File: src/nsv_pkg.sv
`timescale 1ns / 1ps
// ----------------------------------------------------------------------------
// nsv_pkg
// Shared types, constants and the hex_value helper function for the NMEA
// sentence validator.
// ----------------------------------------------------------------------------
package nsv_pkg;

   localparam int QUEUE_DEPTH = 2;

   localparam logic [7:0] CHAR_LF    = 8'h0A;
   localparam logic [7:0] CHAR_CR    = 8'h0D;
   localparam logic [7:0] CHAR_COMMA = 8'h2C;

   localparam logic [3:0] PREFIX_LEN = 4'd6;
   localparam logic [3:0] XOR_START  = 4'd4;
   localparam logic [3:0] MIN_LEN    = 4'd11;
   localparam logic [3:0] CHAR_SAT   = 4'd11;
   localparam logic [4:0] COMMA_SAT  = 5'd31;

   localparam logic [4:0] COMMAS_GGA = 5'd14;
   localparam logic [4:0] COMMAS_RMC = 5'd12;
   localparam logic [4:0] COMMAS_GSA = 5'd17;

   // $GPGGA, $GPRMC, $GPGSA, $GPGSV
   localparam logic [7:0] PREFIX_TAB [4][6] = '{
      '{8'h24, 8'h47, 8'h50, 8'h47, 8'h47, 8'h41},
      '{8'h24, 8'h47, 8'h50, 8'h52, 8'h4D, 8'h43},
      '{8'h24, 8'h47, 8'h50, 8'h47, 8'h53, 8'h41},
      '{8'h24, 8'h47, 8'h50, 8'h47, 8'h53, 8'h56}
   };

   typedef enum logic [2:0] {
      KIND_NONE = 3'd0,
      KIND_GGA  = 3'd1,
      KIND_RMC  = 3'd2,
      KIND_GSA  = 3'd3,
      KIND_GSV  = 3'd4
   } kind_type;

   typedef enum logic [2:0] {
      ST_OK       = 3'd0,
      ST_SHORT    = 3'd1,
      ST_PREFIX   = 3'd2,
      ST_COMMAS   = 3'd3,
      ST_CHECKSUM = 3'd4
   } status_type;

   // sentence state captured at line feed
   typedef struct packed {
      logic [3:0] char_count;
      logic [4:0] comma_count;
      logic [3:0] prefix_match;
      logic [7:0] running_xor;
      logic [7:0] digit_hi;
      logic [7:0] digit_lo;
   } sent_rec_type;

   typedef struct packed {
      logic       valid;
      logic [3:0] value;
   } hex_type;

   function automatic hex_type hex_value(input logic [7:0] c);
      hex_type r;
      r.valid = 1'b1;
      r.value = 4'd0;
      if (c inside {[8'h30:8'h39]}) begin
         r.value = 4'(c - 8'h30);
      end else if (c inside {[8'h61:8'h66]}) begin
         r.value = 4'(c - 8'h57);
      end else if (c inside {[8'h41:8'h46]}) begin
         r.value = 4'(c - 8'h37);
      end else begin
         r.valid = 1'b0;
      end
      return r;
   endfunction

endpackage

File: src/nsv_front.sv
`timescale 1ns / 1ps
// ----------------------------------------------------------------------------
// nsv_front
// Byte intake: tracks prefix match, commas, length and the running XOR, and
// hands a sentence record to the verdict queue on each line feed.
// ----------------------------------------------------------------------------
module nsv_front (
   input  logic                  clock,
   input  logic                  reset,
   input  logic                  req_push,
   output logic                  req_full,
   input  logic [7:0]            req_line_byte,
   input  logic                  q_full,
   output logic                  q_push,
   output nsv_pkg::sent_rec_type q_data
);
   import nsv_pkg::*;

   logic [7:0] running_xor_ff, running_xor_in;
   logic [7:0] recent_ff [3];
   logic [7:0] recent_in [3];
   logic [3:0] char_count_ff, char_count_in;
   logic [4:0] comma_count_ff, comma_count_in;
   logic [3:0] prefix_match_ff, prefix_match_in;
   logic       accept;

   assign req_full = q_full;
   assign accept   = req_push & ~q_full;

   always_comb begin
      running_xor_in  = running_xor_ff;
      recent_in       = recent_ff;
      char_count_in   = char_count_ff;
      comma_count_in  = comma_count_ff;
      prefix_match_in = prefix_match_ff;
      q_push          = 1'b0;

      q_data.char_count   = char_count_ff;
      q_data.comma_count  = comma_count_ff;
      q_data.prefix_match = prefix_match_ff;
      q_data.running_xor  = running_xor_ff;
      q_data.digit_hi     = recent_ff[1];
      q_data.digit_lo     = recent_ff[2];

      if (accept) begin
         if (req_line_byte == CHAR_LF) begin
            q_push          = 1'b1;
            running_xor_in  = 8'h00;
            recent_in       = '{8'h00, 8'h00, 8'h00};
            char_count_in   = 4'd0;
            comma_count_in  = 5'd0;
            prefix_match_in = 4'hF;
         end else if (req_line_byte != CHAR_CR) begin
            if (char_count_ff < PREFIX_LEN) begin
               for (int k = 0; k < 4; k++) begin
                  if (PREFIX_TAB[k][char_count_ff[2:0]] != req_line_byte) begin
                     prefix_match_in[k] = 1'b0;
                  end
               end
            end
            if (char_count_ff >= XOR_START) begin
               running_xor_in = running_xor_ff ^ recent_ff[0];
            end
            recent_in[0] = recent_ff[1];
            recent_in[1] = recent_ff[2];
            recent_in[2] = req_line_byte;
            if (req_line_byte == CHAR_COMMA && comma_count_ff < COMMA_SAT) begin
               comma_count_in = comma_count_ff + 5'd1;
            end
            if (char_count_ff < CHAR_SAT) begin
               char_count_in = char_count_ff + 4'd1;
            end
         end
      end
   end

   always_ff @(posedge clock) begin
      if (reset) begin
         running_xor_ff  <= 8'h00;
         recent_ff       <= '{8'h00, 8'h00, 8'h00};
         char_count_ff   <= 4'd0;
         comma_count_ff  <= 5'd0;
         prefix_match_ff <= 4'hF;
      end else begin
         running_xor_ff  <= running_xor_in;
         recent_ff       <= recent_in;
         char_count_ff   <= char_count_in;
         comma_count_ff  <= comma_count_in;
         prefix_match_ff <= prefix_match_in;
      end
   end

endmodule

File: src/nsv_queue.sv
`timescale 1ns / 1ps
// ----------------------------------------------------------------------------
// nsv_queue
// Small register queue of sentence records between intake and verdict.
// ----------------------------------------------------------------------------
module nsv_queue #(
   parameter int DEPTH = nsv_pkg::QUEUE_DEPTH
) (
   input  logic                  clock,
   input  logic                  reset,
   input  logic                  wr_en,
   input  nsv_pkg::sent_rec_type wr_data,
   output logic                  full,
   input  logic                  rd_en,
   output nsv_pkg::sent_rec_type rd_data,
   output logic                  empty
);
   import nsv_pkg::*;

   localparam int IdxW = (DEPTH > 1) ? $clog2(DEPTH) : 1;
   localparam int CntW = $clog2(DEPTH + 1);

   sent_rec_type     slot_ff [DEPTH];
   logic [IdxW-1:0]  wr_ptr_ff, wr_ptr_in;
   logic [IdxW-1:0]  rd_ptr_ff, rd_ptr_in;
   logic [CntW-1:0]  count_ff, count_in;
   logic             do_wr, do_rd;

   assign full    = (count_ff == CntW'(DEPTH));
   assign empty   = (count_ff == '0);
   assign do_wr   = wr_en & ~full;
   assign do_rd   = rd_en & ~empty;
   assign rd_data = slot_ff[rd_ptr_ff];

   always_comb begin
      wr_ptr_in = wr_ptr_ff;
      rd_ptr_in = rd_ptr_ff;
      count_in  = count_ff;
      if (do_wr) begin
         wr_ptr_in = (wr_ptr_ff == IdxW'(DEPTH - 1)) ? '0 : wr_ptr_ff + IdxW'(1);
      end
      if (do_rd) begin
         rd_ptr_in = (rd_ptr_ff == IdxW'(DEPTH - 1)) ? '0 : rd_ptr_ff + IdxW'(1);
      end
      if (do_wr && !do_rd) begin
         count_in = count_ff + CntW'(1);
      end else if (do_rd && !do_wr) begin
         count_in = count_ff - CntW'(1);
      end
   end

   always_ff @(posedge clock) begin
      if (reset) begin
         wr_ptr_ff <= '0;
         rd_ptr_ff <= '0;
         count_ff  <= '0;
      end else begin
         wr_ptr_ff <= wr_ptr_in;
         rd_ptr_ff <= rd_ptr_in;
         count_ff  <= count_in;
      end
   end

   always_ff @(posedge clock) begin
      if (do_wr) begin
         slot_ff[wr_ptr_ff] <= wr_data;
      end
   end

   a_no_overfill: assert property (@(posedge clock) disable iff (reset)
      count_ff <= CntW'(DEPTH))
      else $error("queue count beyond depth");

   a_write_lands: assert property (@(posedge clock) disable iff (reset)
      (do_wr && !do_rd) |=> !empty)
      else $error("write left queue empty");

   a_read_drains: assert property (@(posedge clock) disable iff (reset)
      (do_rd && !do_wr) |=> !full)
      else $error("read left queue full");

endmodule

File: src/nsv_back.sv
`timescale 1ns / 1ps
// ----------------------------------------------------------------------------
// nsv_back
// Verdict stage: decodes kind, parses the hex checksum, ranks the status and
// holds the result for the consumer.
// ----------------------------------------------------------------------------
module nsv_back (
   input  logic                  clock,
   input  logic                  reset,
   input  logic                  q_empty,
   input  nsv_pkg::sent_rec_type q_data,
   output logic                  q_pop,
   output logic                  rsp_empty,
   input  logic                  rsp_pop,
   output logic [2:0]            rsp_sentence_kind,
   output logic [2:0]            rsp_status,
   output logic [7:0]            rsp_computed_sum,
   output logic [7:0]            rsp_received_sum
);
   import nsv_pkg::*;

   logic       valid_ff;
   kind_type   kind_ff, kind_in;
   status_type status_ff, status_in;
   logic [7:0] csum_ff, csum_in;
   logic [7:0] rsum_ff, rsum_in;
   hex_type    hi, lo;
   logic       comma_check;
   logic [4:0] comma_need;

   assign q_pop     = ~q_empty & (~valid_ff | rsp_pop);
   assign rsp_empty = ~valid_ff;

   assign rsp_sentence_kind = kind_ff;
   assign rsp_status        = status_ff;
   assign rsp_computed_sum  = csum_ff;
   assign rsp_received_sum  = rsum_ff;

   assign hi = hex_value(q_data.digit_hi);
   assign lo = hex_value(q_data.digit_lo);

   always_comb begin
      kind_in = KIND_NONE;
      if (q_data.char_count >= PREFIX_LEN) begin
         if (q_data.prefix_match[0]) begin
            kind_in = KIND_GGA;
         end else if (q_data.prefix_match[1]) begin
            kind_in = KIND_RMC;
         end else if (q_data.prefix_match[2]) begin
            kind_in = KIND_GSA;
         end else if (q_data.prefix_match[3]) begin
            kind_in = KIND_GSV;
         end
      end

      case (kind_in)
         KIND_GGA: begin
            comma_check = 1'b1;
            comma_need  = COMMAS_GGA;
         end
         KIND_RMC: begin
            comma_check = 1'b1;
            comma_need  = COMMAS_RMC;
         end
         KIND_GSA: begin
            comma_check = 1'b1;
            comma_need  = COMMAS_GSA;
         end
         default: begin
            comma_check = 1'b0;
            comma_need  = 5'd0;
         end
      endcase

      csum_in   = 8'h00;
      rsum_in   = 8'h00;
      status_in = ST_OK;
      if (q_data.char_count < MIN_LEN) begin
         status_in = ST_SHORT;
      end else begin
         csum_in = q_data.running_xor;
         if (hi.valid) begin
            rsum_in = lo.valid ? {hi.value, lo.value} : {4'h0, hi.value};
         end
         if (kind_in == KIND_NONE) begin
            status_in = ST_PREFIX;
         end else if (comma_check && q_data.comma_count != comma_need) begin
            status_in = ST_COMMAS;
         end else if (csum_in != rsum_in) begin
            status_in = ST_CHECKSUM;
         end
      end
   end

   always_ff @(posedge clock) begin
      if (reset) begin
         valid_ff <= 1'b0;
      end else if (q_pop) begin
         valid_ff <= 1'b1;
      end else if (rsp_pop) begin
         valid_ff <= 1'b0;
      end
   end

   always_ff @(posedge clock) begin
      if (q_pop) begin
         kind_ff   <= kind_in;
         status_ff <= status_in;
         csum_ff   <= csum_in;
         rsum_ff   <= rsum_in;
      end
   end

   a_ok_sums_agree: assert property (@(posedge clock) disable iff (reset)
      (valid_ff && status_ff == ST_OK) |-> (csum_ff == rsum_ff))
      else $error("accepted verdict with differing sums");

   a_short_zero_sums: assert property (@(posedge clock) disable iff (reset)
      (valid_ff && status_ff == ST_SHORT) |-> (csum_ff == 8'h00 && rsum_ff == 8'h00))
      else $error("short sentence with non-zero sums");

   a_no_kind_status: assert property (@(posedge clock) disable iff (reset)
      (valid_ff && kind_ff == KIND_NONE) |-> (status_ff == ST_SHORT || status_ff == ST_PREFIX))
      else $error("unknown kind with later-stage status");

endmodule

File: src/nmea_sentence_validator.sv
`timescale 1ns / 1ps
// ----------------------------------------------------------------------------
// nmea_sentence_validator
// NMEA 0183 sentence checker: one verdict per line feed.
// ----------------------------------------------------------------------------
// Takes one byte per cycle while req_full is low, with no gaps needed. Carriage
// returns are dropped, a line feed closes the sentence and yields one verdict
// (kind, status, computed and received checksum). With the result side
// draining, a verdict reaches the rsp_ ports by way of the verdict queue and
// then the checksum parse and status ranking into the output register.
// req_full rises only when the verdict queue (QUEUE_DEPTH transactions) and
// the output register are both occupied.
module nmea_sentence_validator #(
   parameter int QUEUE_DEPTH = nsv_pkg::QUEUE_DEPTH
) (
   input  logic       clock,
   input  logic       reset,
   input  logic       req_push,
   output logic       req_full,
   input  logic [7:0] req_line_byte,
   output logic       rsp_empty,
   input  logic       rsp_pop,
   output logic [2:0] rsp_sentence_kind,
   output logic [2:0] rsp_status,
   output logic [7:0] rsp_computed_sum,
   output logic [7:0] rsp_received_sum
);
   import nsv_pkg::*;

   sent_rec_type wr_rec, rd_rec;
   logic         q_push, q_full, q_pop, q_empty;

   nsv_front u_front (
      .clock         (clock),
      .reset         (reset),
      .req_push      (req_push),
      .req_full      (req_full),
      .req_line_byte (req_line_byte),
      .q_full        (q_full),
      .q_push        (q_push),
      .q_data        (wr_rec)
   );

   nsv_queue #(
      .DEPTH (QUEUE_DEPTH)
   ) u_queue (
      .clock   (clock),
      .reset   (reset),
      .wr_en   (q_push),
      .wr_data (wr_rec),
      .full    (q_full),
      .rd_en   (q_pop),
      .rd_data (rd_rec),
      .empty   (q_empty)
   );

   nsv_back u_back (
      .clock             (clock),
      .reset             (reset),
      .q_empty           (q_empty),
      .q_data            (rd_rec),
      .q_pop             (q_pop),
      .rsp_empty         (rsp_empty),
      .rsp_pop           (rsp_pop),
      .rsp_sentence_kind (rsp_sentence_kind),
      .rsp_status        (rsp_status),
      .rsp_computed_sum  (rsp_computed_sum),
      .rsp_received_sum  (rsp_received_sum)
   );

endmodule
File: config.mk
export PLATFORM = sky130hd
export DESIGN_NAME = nmea_sentence_validator
export DESIGN_NICKNAME = d
export VERILOG_FILES = /design/src/nsv_pkg.sv /design/src/nsv_front.sv /design/src/nsv_queue.sv /design/src/nsv_back.sv /design/src/nmea_sentence_validator.sv
export SDC_FILE = /design/constraint.sdc
export NUM_CORES = 1
export LEC_CHECK = 0
export ABC_AREA = 1
export BUFFER_PORTS_ARGS = -buffer_cell sky130_fd_sc_hd__buf_4
export CAP_MARGIN = 5
export CORE_MARGIN = 8
export CORE_UTILIZATION = 39
export DETAILED_ROUTE_END_ITERATION = 6
export GPL_ROUTABILITY_DRIVEN = 0
export PLACE_DENSITY = 0.55
export SKIP_LAST_GASP = 1
export SYNTH_ARGS = -nofsm -noshare
export SYNTH_HDL_FRONTEND = slang
export SYNTH_SLANG_ARGS = --single-unit
File: constraint.sdc
create_clock -name clock -period 4 [get_ports clock]
set_input_delay 0.2 -clock clock [delete_from_list [all_inputs] [get_ports clock]]
set_output_delay 0.2 -clock clock [all_outputs]
set_load 0.01 [all_outputs]
* Yosys cells after proc, flatten, opt, wreduce, memory -nomap -nowiden *
Memory sizes are Yosys's and may differ from the RTL's. A register that Yosys moved wholly into a read port is not among the register bits.
Cells that the tools add are included.

word-level totals
  flip-flop bits (word level) = 72
  latch bits = 0
  RAM bits = 74
  memory bits (read-only) = 256
  input bits = 12
  output and inout bits = 24
  word-level logic and storage cells = 176
  memories kept = 5

memory list
  memory           words  width  rd ports  clocked after Yosys merged registers in  write ports  line             RTL
  u_queue.slot_ff  2      37     1         1                                        1            nsv_queue.sv:23  sent_rec_type slot_ff [DEPTH];
  (no name shown)  8      8      1         0                                        0            nsv_front.sv:56  if (PREFIX_TAB[k][char_count_ff[2:0]] != req_line_byte) begin
  (no name shown)  8      8      1         0                                        0            nsv_front.sv:56
  (no name shown)  8      8      1         0                                        0            nsv_front.sv:56
  (no name shown)  8      8      1         0                                        0            nsv_front.sv:56

operators by class
  add/subtract/negate cells = 12
  multiply operators = 0
  div/mod/pow operators = 0
  magnitude comparators = 19
  equality and inequality tests = 13
  shift-type cells = 0
  multiplexer cells = 63
  bitwise operators = 10
  reduce and logical (&&, ||, !) cells = 35

operators by type and width
  cell                                                                               count
  8-bit two-way mux                                                                  14
  24-bit two-way mux                                                                 2
  4-bit two-way mux                                                                  12
  8-bit inequality test                                                              5
  8-bit by 7-bit >= comparator with 1-bit output (second input constant)             4
  8-bit by 7-bit less-or-equal comparator with 1-bit output (second input constant)  4
  2-bit nonzero test                                                                 11
  1-bit two-way mux                                                                  21
  3-bit two-way mux                                                                  6
  8-bit by 6-bit >= comparator with 1-bit output (second input constant)             2
  8-bit by 6-bit less-or-equal comparator with 1-bit output (second input constant)  2
  4-bit AND reduction                                                                4
  4-bit by 3-bit subtractor with 4-bit output (second input constant)                4
  5-bit two-way mux                                                                  3
  5-bit one-hot mux with 3 select lines                                              1
  1-bit logical AND                                                                  10
  3-bit AND reduction                                                                3
  8-bit by 4-bit == test with 1-bit output (second input constant)                   1
  8-bit by 6-bit == test with 1-bit output (second input constant)                   1
  4-bit by 3-bit >= comparator with 1-bit output (second input constant)             2
  4-bit < comparator (second input constant)                                         2
  2-bit two-way mux                                                                  4
  8-bit by 4-bit inequality test with 1-bit output (second input constant)           1
  4-bit by 1-bit subtractor with 4-bit output (second input constant)                2
  other kinds (22)                                                                   31

* Logic depth before layout (Yosys ltp) *
Gate-level depths: netlist (run 1).

  depth after elaboration = 12
  mapped depth = 23
  gate-level depth less buffers = 21

* Modules after synthesis *
Synthesis (run 1) repeated with hierarchy kept, for this count alone.

second synthesis, totals
  cells, all modules = 765
  area, all modules = 7,484.7 µm²

by module, submodules not included
  module     instances  cells each  area an instance (µm²)  sequential area each (µm²)
  nsv_queue  1          152         3,072.9                 2,322.2
  nsv_front  1          403         2,819.0                 900.9
  nsv_back   1          210         1,592.8                 680.7

* Least setup slack after synthesis (run 1) *
No wires, ideal clock.

  path kind = in2reg
  start point = input port req_line_byte[3]
  end point = memory u_queue.slot_ff[0][0] in the netlist's numbering (enable)
  setup time = 0.431 ns
  data arrival time = 2.542 ns
  required time = 3.569 ns
  slack = 1.027 ns
  cell stages on the path = 7
  path buffers = 1
  cells stage by stage = clkbuf_1 -> nand2_1 -> nor3_1 -> nand2_1 -> nor2_1 -> inv_1 -> nor2_1

between the ends
  longest elaborated chain between the ends = 6

ends and longest elaborated chain
  item                                      line                           RTL
  start: declaration                        nmea_sentence_validator.sv:20  input logic [7:0] req_line_byte,
  8-bit by 4-bit == test with 1-bit output  nsv_front.sv:46                if (req_line_byte == CHAR_LF) begin
  1-bit two-way mux                         nsv_front.sv:46
  1-bit two-way mux                         nsv_front.sv:45                if (accept) begin
  1-bit AND                                 nsv_queue.sv:31                assign do_wr = wr_en & ~full;
  net u_queue.do_wr                         nsv_queue.sv:27                logic do_wr, do_rd;
  1-bit two-way mux                         nsv_queue.sv:65                if (do_wr) begin
  1-bit two-way mux (not written as such)   nsv_queue.sv:66                slot_ff[wr_ptr_ff] <= wr_data;
  end: declaration                          nsv_queue.sv:23

The timed path passes the listed nets, and every way through them passes these cells.

==> results of run 1 <==
[critical path, cell delays in order (launching register included)]
cell                      delay, ns
sky130_fd_sc_hd__dfxtp_1       0.56
sky130_fd_sc_hd__buf_4         0.26
sky130_fd_sc_hd__nand2_1       0.07
sky130_fd_sc_hd__o21ai_1       0.21
sky130_fd_sc_hd__inv_1         0.16
sky130_fd_sc_hd__ha_1          0.22
sky130_fd_sc_hd__inv_1         0.08
sky130_fd_sc_hd__nand2_1       0.06
sky130_fd_sc_hd__nand3_1       0.06
sky130_fd_sc_hd__nand2_1       0.07
sky130_fd_sc_hd__nand3_2       0.14
sky130_fd_sc_hd__inv_1         0.07
sky130_fd_sc_hd__nand2_1       0.05
sky130_fd_sc_hd__nand2_1       0.05
sky130_fd_sc_hd__nor2_1        0.14
sky130_fd_sc_hd__o21ai_1       0.12
sky130_fd_sc_hd__nand2_1       0.07
sky130_fd_sc_hd__nand2_1       0.05
sky130_fd_sc_hd__nor2_1        0.11
sky130_fd_sc_hd__a21oi_1       0.07
[kinds of logic after synthesis]
logic type	synth area share
muxes	0.00637
AOI/OAI and AO/OA	0.0945
DFF	0.568
xor gates and xnor gates	0.0153
and+or+nand+nor	0.215
adders and majority gates	0.0328
buffers and inverters	0.0672
[sequential cells by signal, summed over array words and instances, names as in the netlist, named ones only]
name,count
u_back.rsp_received_sum,8
u_front.char_count_ff,4
u_queue.slot_ff,74
u_front.prefix_match_ff,4
u_queue.wr_ptr_ff,1
u_back.valid_ff,1
u_queue.count_ff,2
u_queue.rd_ptr_ff,1
u_front.q_data,16
u_front.running_xor_ff,8
u_front.comma_count_ff,5
u_back.rsp_status,3
u_back.rsp_computed_sum,8
u_front.recent_ff,8
u_back.rsp_sentence_kind,3
[power by group through the flow]
stage	combinational [mW]	clock [mW]	sequential (mW)
global placement	1.50	0	1.98
detailed placement	1.53	0	1.99
CTS	1.53	1.62	1.96
finish	1.51	1.58	1.95
global route	1.72	1.68	1.98
floorplan	1.07	0	2.01
[path summary, 6_finish.rpt]
check                                            end  slack [ns]               from
worst max-delay path            u_back.rsp_status[2]        1.12               flop
worst min-delay path               u_front.q_data[7]        0.05   req_line_byte[7]
worst max register to register  u_back.rsp_status[2]        1.12               flop
worst min register to register     u_queue.rd_ptr_ff        0.46  u_queue.rd_ptr_ff
[area by class of cell]
type	instances	area, µm²	share of cell area
clock buffer	17	425	0.0536
multi-input combinational	481	2520	0.318
tap	225	282	0.0355
timing repair buffer	42	315	0.0397
sequential	147	3900	0.492
clock inverter	15	173	0.0218
inverter	82	313	0.0394
[synth_stat cells, types with 5 or more instances]
cell / count
sky130_fd_sc_hd__nand2_1: 176
sky130_fd_sc_hd__edfxtp_1: 96
sky130_fd_sc_hd__inv_1: 78
sky130_fd_sc_hd__nor2_1: 59
sky130_fd_sc_hd__dfxtp_1: 51
sky130_fd_sc_hd__a21oi_1: 48
sky130_fd_sc_hd__o21ai_0: 35
sky130_fd_sc_hd__nand3_1: 34
sky130_fd_sc_hd__ha_1: 18
sky130_fd_sc_hd__xor2_1: 11
sky130_fd_sc_hd__a211oi_1: 10
sky130_fd_sc_hd__clkbuf_1: 10
sky130_fd_sc_hd__nand4_1: 10
sky130_fd_sc_hd__nor3_1: 9
sky130_fd_sc_hd__o21ai_1: 9
sky130_fd_sc_hd__nand2_2: 8
sky130_fd_sc_hd__buf_6: 7
sky130_fd_sc_hd__or2_2: 7
sky130_fd_sc_hd__nor2_2: 6
sky130_fd_sc_hd__buf_2: 5
[placed cells by master, fill, tap and decap left out, types with 2 or more instances in the layout]
master and n:
sky130_fd_sc_hd__nand2_1 176, sky130_fd_sc_hd__edfxtp_1 96, sky130_fd_sc_hd__inv_1 78, sky130_fd_sc_hd__nor2_1 57
sky130_fd_sc_hd__dfxtp_1 51, sky130_fd_sc_hd__a21oi_1 47, sky130_fd_sc_hd__buf_4 42, sky130_fd_sc_hd__o21ai_0 35
sky130_fd_sc_hd__nand3_1 34, sky130_fd_sc_hd__ha_1 18, sky130_fd_sc_hd__clkbuf_16 17, sky130_fd_sc_hd__xor2_1 11
sky130_fd_sc_hd__nand4_1 10, sky130_fd_sc_hd__a211oi_1 10, sky130_fd_sc_hd__nor3_1 9, sky130_fd_sc_hd__o21ai_1 9
sky130_fd_sc_hd__nand2_2 8, sky130_fd_sc_hd__or2_2 7, sky130_fd_sc_hd__nor2_2 6, sky130_fd_sc_hd__inv_6 5
sky130_fd_sc_hd__clkinv_4 5, sky130_fd_sc_hd__nor4_1 4, sky130_fd_sc_hd__nand3_2 4, sky130_fd_sc_hd__mux2i_1 3
sky130_fd_sc_hd__or2_1 3, sky130_fd_sc_hd__nor2_4 3, sky130_fd_sc_hd__o211ai_1 3, sky130_fd_sc_hd__nand2_4 3
sky130_fd_sc_hd__clkinvlp_4 3, sky130_fd_sc_hd__a21oi_2 2, sky130_fd_sc_hd__clkinv_1 2, sky130_fd_sc_hd__o21ai_2 2
sky130_fd_sc_hd__nand3b_1 2, sky130_fd_sc_hd__nor3b_1 2, sky130_fd_sc_hd__bufinv_16 2
[routing by layer]
metal  part of all wire  GRT usage  wire [µm]
met5                  0          0          0
met4              0.027     0.0643        400
met3              0.049     0.0371        713
met2               0.48      0.230       6970
met1               0.45      0.166       6500
==> metrics.md, run 1 <==
| Metric | Value |
|---|---|
| Final critical-path share of the clock period | `0.720` |
| Fmax | `347 MHz` |
| Pin slew with the least headroom to its limit | `0.607 ns` |
| Power after layout | `5.05 mW` |
| Die Span X | `149 µm` |
| Detailed-router iteration count before antenna repair | `4` |
| Type of the worst setup path | `reg2reg` |
| Worst Reg-to-Reg Cells | `19` |
| Leakage power summed over all cells | `3.25 nW` |
| Setup repair after global routing missed its margin | `no` |
| VDD IR max | `0.000410 V` |
| Post-CTS Setup Bufs | `0` |
| Number of global-route vias before repair | `4847` |
| Switching power | `1.74 mW` |
| CTS tree | `yes` |
| Kind of path behind the tightest hold check | `in2reg` |
| Post-synthesis instance total | `733` |
| Die area | `22100 µm²` |
| Placed wire-length estimate | `10400 µm` |
| Post-synthesis instance area | `6870 µm²` |
| Number of H-tree levels | `4` |
| Signed area change from the synthesized netlist to the final layout | `15.5%` |
| Antenna violations before repair | `0` |
| Residual DRC | `0` |
| DP Cell Count | `977` |
| Type of destination of the critical path | `flop` |
| Net Count, Synth | `763` |
| Post-layout worst setup margin | `1.12 ns` |
| Fill cell count | `1645` |
| Avg Cell Area, Syn | `9.37 µm²` |
| Worst hold stages | `3` |
| Proportion of power drawn by flip-flops and latches | `0.387` |
| Number of buffers added by the clock tree synthesis step | `17` |
| Final slew viol count | `0` |
| CP Max Fanout | `12` |
| Final routed wire length divided by cell count | `14.5 µm` |
| Pin count of the biggest net entering global routing | `38` |
| Number of gates resized after cts | `0` |
| Power density relative to cell area | `636 nW/µm²` |
| Slew HR | `0.591` |
| Fraction of the core area covered by cells at the end of the flow | `0.460` |
| Share of async-settable or async-resettable flops after synthesis | `0` |
| Worst setup timing slack at the placement stage | `1.13 ns` |
| Total congestion overflow after global routing | `0` |
| Global-route wire length before repair | `24200 µm` |
| Layout cell share with drive strength beyond 1 | `0.147` |
| Minimum period implied by the final worst setup slack | `2.88 ns` |
| Core region area | `17200 µm²` |
| Starting Density | `0.399` |
| Finish-stage setup viols | `0` |
| Root buffer cell | `sky130_fd_sc_hd__clkbuf_16` |
| I/O pin total | `36` |
| Unique masters post-synth | `48` |
| Vias per inst | `4.93` |
| Final hold slack | `0.0455 ns` |
| Overall routing resource usage | `0.139` |
| Worst-Skew Late Latency | `0.42 ns` |
| Clock-pin slew reported for the worst setup and hold paths after clock tree synthesis | `0.06 ns` |
| Number of enable-type register cells in the synthesized netlist | `96` |
| Detailed Route WL | `14600 µm` |
| Total internal power | `3.30 mW` |
| Nets | `801` |
| Number of DRC markers after the initial detailed-route iteration | `295` |
| Vias post-DR | `4978` |
| Count of synthesis-stage warnings from yosys | `0` |
| Finished Layout Cells | `1009` |
| Part of the Yosys area used for sequential elements | `0.568` |
| Status | `finished, final reports clean` |
| Count of final hold-check violations | `0` |
| Number of sinks handled by clock tree synthesis | `147` |
| Max Cap Viol | `0` |
| Leading cell types by total area after synthesis | `sky130_fd_sc_hd__edfxtp_1, sky130_fd_sc_hd__dfxtp_1, sky130_fd_sc_hd__nand2_1` |
| Net switching fraction of the power | `0.345` |
| Synth Flop Type | `sky130_fd_sc_hd__edfxtp_1` |
| Max Root-Sink Buffers | `2` |
| Share of the synthesized area in the top cell type | `0.420` |
| Worst-case clock skew | `0.00615 ns` |
| Comb pwr share | `0.299` |
| WP data arrival | `3.05 ns` |
| Req. time, crit path | `4.17 ns` |
| Cell taking the most area after synthesis | `sky130_fd_sc_hd__edfxtp_1` |
| Finished Cell Area | `7930 µm²` |
| Hold_buf cts | `0` |
| Setup tns final | `0 ns` |
| Clk pwr share | `0.314` |
| Startpoint types | `flop` |
| Post-detailed-route count of antenna-violating nets | `0` |
| Quantity of I/O buffers inserted on ports | `35` |
| Die height | `149 µm` |
| Post-synthesis register bit count | `147` |
| Post-place instance area | `7340 µm²` |
| Placement row count | `48` |
| N_diodes | `0` |
Power figures use the tool's default switching activity.
==> inputs of run 2 (changes only) <==
ABC_AREA = 0   (was 1)
clock period = 2.8 ns   (was 4 ns; I/O delays follow)
==> run 2 against run 1 <==
Design area is 4.1% higher. Combinational power is 26% higher. Critical path type unchanged. Utilization is 3.6 points higher. The flow now finishes with violations (setup timing). Via count is 8.1% lower. Highest routed layer unchanged. Critical path depth is 8 lower.
==> metrics.md, run 2 <==
| Metric | Value |
|---|---|
| Count of synthesis-stage warnings from yosys | `0 (unchanged)` |
| Violations in the final reports | `setup timing` |
| Worst-Skew Late Latency | `0.42 ns (about the same)` |
| Type of destination of the critical path | `flop` |
| Flop2flop setup slack | `-0.02 ns (-1.14 ns)` |
| Pin slew with the least headroom to its limit | `1.25 ns (+0.648 ns)` |
| VDD IR max | `0.000670 V (+63%)` |
| Hold endpoint | `u_back.valid_ff` |
| Finished Cell Area | `8260 µm² (+4.1%)` |
| Final critical-path share of the clock period | `1.01 (+0.287)` |
| Worst setup timing slack at the placement stage | `-0.153 ns (-1.28 ns)` |
| Die Span X | `147 µm (-1.4%)` |
| Clock-pin slew reported for the worst setup and hold paths after clock tree synthesis | `0.06 ns (about the same)` |
| Count of final hold-check violations | `0 (unchanged)` |
| Req. time, crit path | `2.95 ns (-1.22 ns)` |
| Post-synthesis instance total | `578 (-21%)` |
| Layout cell share with drive strength beyond 1 | `0.234 (+0.0868)` |
| Cell taking the most area after synthesis | `sky130_fd_sc_hd__edfxtp_1` |
| Setup repair after global routing missed its margin | `yes` |
| WP data arrival | `2.97 ns (-0.08 ns)` |
| Detailed-router iteration count before antenna repair | `4 (unchanged)` |
| Final slew viol count | `0 (unchanged)` |
| Share of async-settable or async-resettable flops after synthesis | `0 (unchanged)` |
| Worst Reg-to-Reg Cells | `11 (-8)` |
| CP Max Fanout | `8 (-4)` |
| Signed area change from the synthesized netlist to the final layout | `24.2%` |
| Avg Cell Area, Syn | `11.5 µm² (+23%)` |
| Number of DRC markers after the initial detailed-route iteration | `248 (-16%)` |
| Finish-stage setup viols | `1 (+1)` |
| Global-route wire length before repair | `22800 µm (-5.5%)` |
| Starting Density | `0.400 (+0.00115)` |
| Detailed Route WL | `14200 µm (-2.8%)` |
| Die area | `21500 µm² (-2.8%)` |
| Pin count of the biggest net entering global routing | `38 (unchanged)` |
| Vias per inst | `5.15 (+4.4%)` |
| Part of the Yosys area used for sequential elements | `0.587 (+0.0186)` |
| Leading cell types by total area after synthesis | `sky130_fd_sc_hd__edfxtp_1, sky130_fd_sc_hd__dfxtp_1, sky130_fd_sc_hd__nor2_1` |
| Ranking of synthesized cells by instance count | `sky130_fd_sc_hd__edfxtp_1, sky130_fd_sc_hd__nor2_1, sky130_fd_sc_hd__dfxtp_1, sky130_fd_sc_hd__nand2_1, sky130_fd_sc_hd__a21oi_1` |
| Number of buffers added by the clock tree synthesis step | `17 (unchanged)` |
| N_diodes | `0 (unchanged)` |
| Core region area | `16600 µm² (-3.4%)` |
| Number of enable-type register cells in the synthesized netlist | `96 (unchanged)` |
| Number of H-tree levels | `4 (unchanged)` |
| Type of the worst setup path | `reg2reg` |
| Synth Flop Type | `sky130_fd_sc_hd__edfxtp_1` |
| Post-place instance area | `7410 µm² (+1.0%)` |
| Status | `finished, violations left` |
| Power density relative to cell area | `859 nW/µm² (+35%)` |
| Largest register by flop count | `u_queue.slot_ff` |
| Max FFs per register | `74 (unchanged)` |
| I/O pin total | `36 (unchanged)` |
| Antenna violations before repair | `0 (unchanged)` |
| Post-detailed-route count of antenna-violating nets | `0 (unchanged)` |
| Fraction of the core area covered by cells at the end of the flow | `0.496 (+0.0361)` |
| Fill cell count | `1478 (-10%)` |
| Post-synthesis instance area | `6650 µm² (-3.2%)` |
| Quantity of I/O buffers inserted on ports | `35 (unchanged)` |
| Kind of path behind the tightest hold check | `in2reg` |
| Share of the synthesized area in the top cell type | `0.433 (+0.0137)` |
| Most instantiated library cell after synthesis | `sky130_fd_sc_hd__edfxtp_1` |
| Unique masters post-synth | `68 (+42%)` |
| Post-synthesis register bit count | `147 (unchanged)` |
| Placement row count | `47 (-2.1%)` |
| Slew HR | `0.160 (-0.431)` |
| Die height | `147 µm (-1.4%)` |
| Max Root-Sink Buffers | `2 (unchanged)` |
| Root buffer cell | `sky130_fd_sc_hd__clkbuf_16` |
| Crit Reg-Reg Endpoint | `u_back.rsp_status[2]` |
| Post-layout worst setup margin | `-0.0196 ns (-1.14 ns)` |
| Leakage power summed over all cells | `3.04 nW (-6.3%)` |
| Number of global-route vias before repair | `4451 (-8.2%)` |
| Net Count, Synth | `608 (-20%)` |
| Minimum period implied by the final worst setup slack | `2.82 ns (-0.0592 ns)` |
| Total congestion overflow after global routing | `0 (unchanged)` |
| Most common cell after layout, fill and taps aside | `sky130_fd_sc_hd__edfxtp_1` |
| Fmax | `355 MHz (+2.1%)` |
| Vias post-DR | `4573 (-8.1%)` |
| Nets | `685 (-14%)` |
| Overall routing resource usage | `0.134 (-0.00474)` |
| CTS tree | `yes` |
| Max Cap Viol | `0 (unchanged)` |
| Worst hold stages | `3 (unchanged)` |
| Highest-count cells in the layout ignoring fill and taps | `sky130_fd_sc_hd__edfxtp_1, sky130_fd_sc_hd__nor2_1, sky130_fd_sc_hd__buf_4` |
| Number of sinks handled by clock tree synthesis | `147 (unchanged)` |
| Residual DRC | `0 (unchanged)` |
| Worst-case clock skew | `0.00892 ns (+0.00277 ns)` |
| Source of the worst hold timing path | `rsp_pop` |
| Placed wire-length estimate | `10000 µm (-3.3%)` |
| Final routed wire length divided by cell count | `16.0 µm (+10%)` |
| Startpoint types | `flop` |
## run 2: final cells by class
| type | count | area, µm² | share of cell area |
|---|---|---|---|
| Sequential cell | 147 | 3910 | 0.473 |
| Inverter | 22 | 82.6 | 0.0100 |
| Multi-Input combinational cell | 388 | 2710 | 0.329 |
| Clock inverter | 15 | 230 | 0.0279 |
| Tap cell | 220 | 275 | 0.0333 |
| Timing Repair Buffer | 79 | 626 | 0.0757 |
| Clock buffer | 17 | 425 | 0.0515 |
## run 2: worst max-delay path, cell delays in order (launching register included)
cell and delay (ns):
sky130_fd_sc_hd__dfxtp_4 0.40, sky130_fd_sc_hd__mux2_4 0.32, sky130_fd_sc_hd__inv_1 0.09, sky130_fd_sc_hd__ha_1 0.21, sky130_fd_sc_hd__nor2_4 0.06, sky130_fd_sc_hd__o21ai_2 0.20
sky130_fd_sc_hd__and3_4 0.24, sky130_fd_sc_hd__nor2_1 0.05, sky130_fd_sc_hd__or4_1 0.50, sky130_fd_sc_hd__a21o_1 0.18, sky130_fd_sc_hd__a31oi_2 0.19, sky130_fd_sc_hd__a311oi_1 0.11
## run 2: per-layer routing
layer,global-route usage,share of wire,vias up
met5,0,0,-
met4,0.0484,0.015,0
met3,0.0389,0.046,15
met2,0.213,0.47,94
met1,0.170,0.47,2189
li1,-,-,2275
## run 2: what timing repair did
| item | in CTS | in global routing |
|---|---|---|
| endpoints found under the setup margin | 1 | 1 |
| pin swaps | 6 | 8 |
| gates resized for setup | 14 | 10 |
| endpoints found under the hold margin | 3 | 0 |
| cloned | 0 | 0 |
| setup buffers | 3 | 5 |
| hold buffers | 3 | 0 |
## run 2: cells by family after synthesis
group | count (synthesis) | synth area share
AND/OR/NAND/NOR | 198 | 0.145
flip-flops | 147 | 0.587
AO/OA/AOI/OAI | 108 | 0.113
buffers and inverters | 43 | 0.0286
XOR/XNOR | 34 | 0.0448
multiplexers | 30 | 0.0480
adder cells (fa/ha/maj) | 18 | 0.0339
## run 2: power breakdown
group / internal (mW) / switching, mW
clock: 1.59 / 0.892
sequential: 2.59 / 0.123
combinational: 0.854 / 1.05
total: 5.03 / 2.06
## run 2: stage by stage
| stage | TNS, ns | hold WS (ns) | cells | power [mW] |
|---|---|---|---|---|
| 2_1_floorplan | -0.140 | 0.284 | 578 | 3.93 |
| 3_3_place_gp | -0.00709 | 0.421 | 845 | 4.53 |
| 3_5_place_dp | -0.153 | 0.424 | 845 | 4.56 |
| 4_1_cts | 0 | 0.00759 | 883 | 7.11 |
| 5_1_grt | -0.180 | 0.0305 | 888 | 7.46 |
| 6_report | -0.0196 | 0.0197 | 888 | 7.10 |
## run 2: worst max-delay path by stage
stage	startpoint	end	depth (start not counted)
after floorplan	flop	u_back.rsp_status[2]	14
after global placement	flop	u_back.rsp_status[2]	12
after detailed placement	flop	u_back.rsp_status[2]	12
after CTS	u_queue.slot_ff[1][0]	u_back.rsp_status[2]	13
after global routing	flop	u_back.rsp_status[2]	13
final	flop	u_back.rsp_status[2]	11
==> inputs of run 3 (changes only) <==
SYNTH_HIERARCHICAL = 1   (was default)
==> run 3 against run 2 <==
The run still ends with setup timing left. Design area is 0.50% lower. Non-clock buffer count down 4. Worst setup slack improved by 0.0072 ns. Critical path depth is 1 lower. Die area up 3.2%. Register-to-register slack about the same. Synthesized cell count grew 3.1%. Via count increased by 2.4%. Count of clock-buffer cells in the layout increased by 4. Cell count shrank 0.11%. Sequential power is 14% lower. Maximum frequency up 0.26%.
==> metrics.md, run 3 <==
| Metric | Value |
|---|---|
| Count of synthesis-stage warnings from yosys | `6 (+6)` |
| Antenna violations before repair | `0 (unchanged)` |
| Post-layout worst setup margin | `-0.0123 ns (+0.00722 ns)` |
| Fmax | `356 MHz (+0.26%)` |
| Req. time, crit path | `2.94 ns (about the same)` |
| Share of the synthesized area in the top cell type | `0.418 (-0.0150)` |
| Worst-Skew Late Latency | `0.41 ns (about the same)` |
| Root buffer cell | `sky130_fd_sc_hd__clkbuf_16` |
| Leakage power summed over all cells | `2.87 nW (-5.6%)` |
| Slew HR | `0.596 (+0.436)` |
| Type of destination of the critical path | `flop` |
| I/O pin total | `36 (unchanged)` |
| Pin slew with the least headroom to its limit | `0.606 ns (-0.649 ns)` |
| Top Usage Layer GRT | `met2` |
| Number of H-tree levels | `4 (unchanged)` |
| Final hold slack | `0.0355 ns (+0.0158 ns)` |
| Final critical-path share of the clock period | `1.00 (-0.00258)` |
| Detailed Route WL | `14700 µm (+3.8%)` |
| Number of sinks handled by clock tree synthesis | `147 (unchanged)` |
| Post-synthesis instance total | `596 (+3.1%)` |
| Core region area | `17300 µm² (+3.9%)` |
| DP Cell Count | `846 (+0.12%)` |
| Violations in the final reports | `setup timing` |
| Number of buffers added by the clock tree synthesis step | `17 (unchanged)` |
| Global-route wire length before repair | `23700 µm (+3.6%)` |
| Ranking of synthesized cells by instance count | `sky130_fd_sc_hd__edfxtp_1, sky130_fd_sc_hd__nand2_1, sky130_fd_sc_hd__dfxtp_1, sky130_fd_sc_hd__a21oi_1, sky130_fd_sc_hd__nor2_1` |
| Finished Layout Cells | `887 (-0.11%)` |
| Residual DRC | `0 (unchanged)` |
| WP data arrival | `2.95 ns (-0.02 ns)` |
| Largest register by flop count | `u_queue/slot_ff` |
| Setup repair after global routing missed its margin | `yes` |
| Fraction of the core area covered by cells at the end of the flow | `0.475 (-0.0212)` |
| Net Count, Synth | `623 (+2.5%)` |
| Number of global-route vias before repair | `4667 (+4.9%)` |
| Register Area | `3910 µm² (about the same)` |
| Final routed wire length divided by cell count | `16.6 µm (+3.9%)` |
| CTS tree | `yes` |
| Finish-stage setup viols | `1 (unchanged)` |
| Signed area change from the synthesized netlist to the final layout | `19.3%` |
| Power density relative to cell area | `581 nW/µm² (-32%)` |
| Quantity of I/O buffers inserted on ports | `35 (unchanged)` |
| Peak per-stage delay on the critical path | `0.40 ns (-0.10 ns)` |
| Grt met1 use | `0.165 (-0.00507)` |
| Status | `finished, violations left` |
| Leading cell types by total area after synthesis | `sky130_fd_sc_hd__edfxtp_1, sky130_fd_sc_hd__dfxtp_1, sky130_fd_sc_hd__mux2_2` |
| Pin count of the biggest net entering global routing | `38 (unchanged)` |
| Number of enable-type register cells in the synthesized netlist | `96 (unchanged)` |
| Max Cap Viol | `0 (unchanged)` |
| Placed wire-length estimate | `10300 µm (+2.9%)` |
| CP Max Fanout | `7 (-1)` |
| Highest-count cells in the layout ignoring fill and taps | `sky130_fd_sc_hd__edfxtp_1, sky130_fd_sc_hd__buf_4, sky130_fd_sc_hd__nand2_1` |
| Count of final hold-check violations | `0 (unchanged)` |
| Final slew viol count | `0 (unchanged)` |
| Met2 Use GR | `0.224 (+0.0108)` |
| Max FFs per register | `74 (unchanged)` |
| VDD IR max | `0.000440 V (-34%)` |
| Starting Density | `0.398 (-0.00130)` |
| Post-synthesis register bit count | `147 (unchanged)` |
| Part of the Yosys area used for sequential elements | `0.567 (-0.0204)` |
| Fill cell count | `1599 (+8.2%)` |
| Detailed-router iteration count before antenna repair | `7 (+3)` |
| Vias post-DR | `4681 (+2.4%)` |
| Unique masters post-synth | `72 (+5.9%)` |
| Startpoint types | `flop` |
| Most common cell after layout, fill and taps aside | `sky130_fd_sc_hd__edfxtp_1` |
| Multi-input gate area in the final layout | `2740 µm² (+0.78%)` |
| Overall routing resource usage | `0.135 (+0.00132)` |
| Kind of path behind the tightest hold check | `in2reg` |
| Vias per inst | `5.28 (+2.5%)` |
| Die height | `149 µm (+1.6%)` |
| Minimum period implied by the final worst setup slack | `2.81 ns (-0.00722 ns)` |
| Die area | `22200 µm² (+3.2%)` |
| N_diodes | `0 (unchanged)` |
| Share of async-settable or async-resettable flops after synthesis | `0 (unchanged)` |
| Avg Cell Area, Syn | `11.6 µm² (+0.46%)` |
| Layout cell share with drive strength beyond 1 | `0.261 (+0.0278)` |
| Die Span X | `149 µm (+1.6%)` |
| Clock-pin slew reported for the worst setup and hold paths after clock tree synthesis | `0.06 ns (about the same)` |
| Library cell contributing the largest single delay on the critical path | `sky130_fd_sc_hd__or3b_4` |
| Total congestion overflow after global routing | `0 (unchanged)` |
| Synth Flop Type | `sky130_fd_sc_hd__edfxtp_1` |
| Critical path cell sequence | `bufbuf_16 -> buf_4 -> mux2_4 -> or3b_4 -> o211ai_2 -> o21ai_0 -> a221o_1 -> o2bb2ai_1 -> o31ai_1 -> a41oi_1` |
| Post-synthesis instance area | `6890 µm² (+3.6%)` |
| Cell taking the most area after synthesis | `sky130_fd_sc_hd__edfxtp_1` |
| Worst-case clock skew | `0.00750 ns (-0.00142 ns)` |
| Post-detailed-route count of antenna-violating nets | `0 (unchanged)` |
| Max Root-Sink Buffers | `2 (unchanged)` |
| Nets | `676 (-1.3%)` |
| Global routing met3 resource utilization | `0.0364 (-0.00253)` |
| Type of the worst setup path | `reg2reg` |
| Placement row count | `48 (+2.1%)` |
| Number of DRC markers after the initial detailed-route iteration | `247 (-0.40%)` |
| Most instantiated library cell after synthesis | `sky130_fd_sc_hd__edfxtp_1` |
==> run 3: cell types whose count changed after synthesis, moves of 7 or more <==
cell | previous run | this run
sky130_fd_sc_hd__a22oi_1 | 20 | 1
sky130_fd_sc_hd__buf_4 | 0 | 21
sky130_fd_sc_hd__nand2_1 | 35 | 56
sky130_fd_sc_hd__mux2i_1 | 18 | 3
sky130_fd_sc_hd__mux2_2 | 11 | 38
sky130_fd_sc_hd__a21oi_1 | 24 | 49
sky130_fd_sc_hd__nand3_1 | 7 | 26
sky130_fd_sc_hd__nor2_1 | 87 | 44
sky130_fd_sc_hd__xnor2_1 | 17 | 9
sky130_fd_sc_hd__o311ai_1 | 0 | 7
==> run 3: where the power goes <==
| group | total [mW] | internal, mW | switching, mW |
|---|---|---|---|
| combinational | 0.171 | 0.0686 | 0.103 |
| clock | 2.27 | 1.41 | 0.858 |
| sequential | 2.34 | 2.32 | 0.0251 |
| total | 4.78 | 3.79 | 0.986 |
==> run 3: area by class of cell <==
cell class                 instances  share of cell area
timing repair buffer              75              0.0764
multi-input combinational        391               0.333
sequential                       147               0.475
inverter                          17             0.00776
clock inverter                    11              0.0152
clock buffer                      21              0.0585
tap                              225              0.0343
==> run 3: logic make-up after synthesis <==
group	after synthesis	share of synthesized area
XOR/XNOR	28	0.0356
adder cells (fa/ha/maj)	15	0.0272
flip-flops	147	0.567
AND/OR/NAND/NOR	184	0.141
buffers and inverters	58	0.0456
multiplexers	42	0.0685
AO/OA/AOI/OAI	122	0.116
==> run 3: final timing paths <==
check	start	endpoint	slack (ns)	cells after the start
setup reg to reg	flop	u_back/rsp_status[2]	-0.01	10
hold / removal	rsp_pop	u_back/valid_ff	0.04	3
setup / recovery	flop	u_back/rsp_status[2]	-0.01	10
hold reg to reg	u_front/recent_ff[17]	u_front/recent_ff[17]	0.46	2
==> run 3: metal layers <==
layer	wire length, µm	vias up
li1	-	2279
met1	6590	2279
met2	7150	106
met3	673	17
met4	288	0
met5	0	-
==> run 3: worst max-delay path: cells and delay by family (launching register included) <==
family          cells  cell delay [ns]
mux                 1             0.34
flops               1             0.36
buf+inv             2             0.40
simple gates        1             0.40
compound gates      6             1.05
==> run 3: metrics by stage <==
step / setup WS, ns / TNS (ns) / power [mW] / instance area (µm²)
6_report: -0.0123 / -0.0123 / 4.78 / 8220
5_1_grt: -0.200 / -0.200 / 4.93 / 8220
4_1_cts: -0.0312 / -0.0312 / 4.83 / 8220
3_5_place_dp: -0.0585 / -0.0585 / 2.55 / 7490
3_3_place_gp: -0.0314 / -0.0314 / 2.55 / 7490
2_1_floorplan: 0.0296 / 0 / 2.51 / 6940
==> run 3: repair_timing <==
item                                    4_1_cts  5_1_grt
endpoints found under the hold margin         1        0
pin swaps                                     8        1
endpoints found under the setup margin        1        1
setup buffers                                 7        0
hold buffers                                  1        0
gates cloned                                  1        0
resized for setup                             8        0
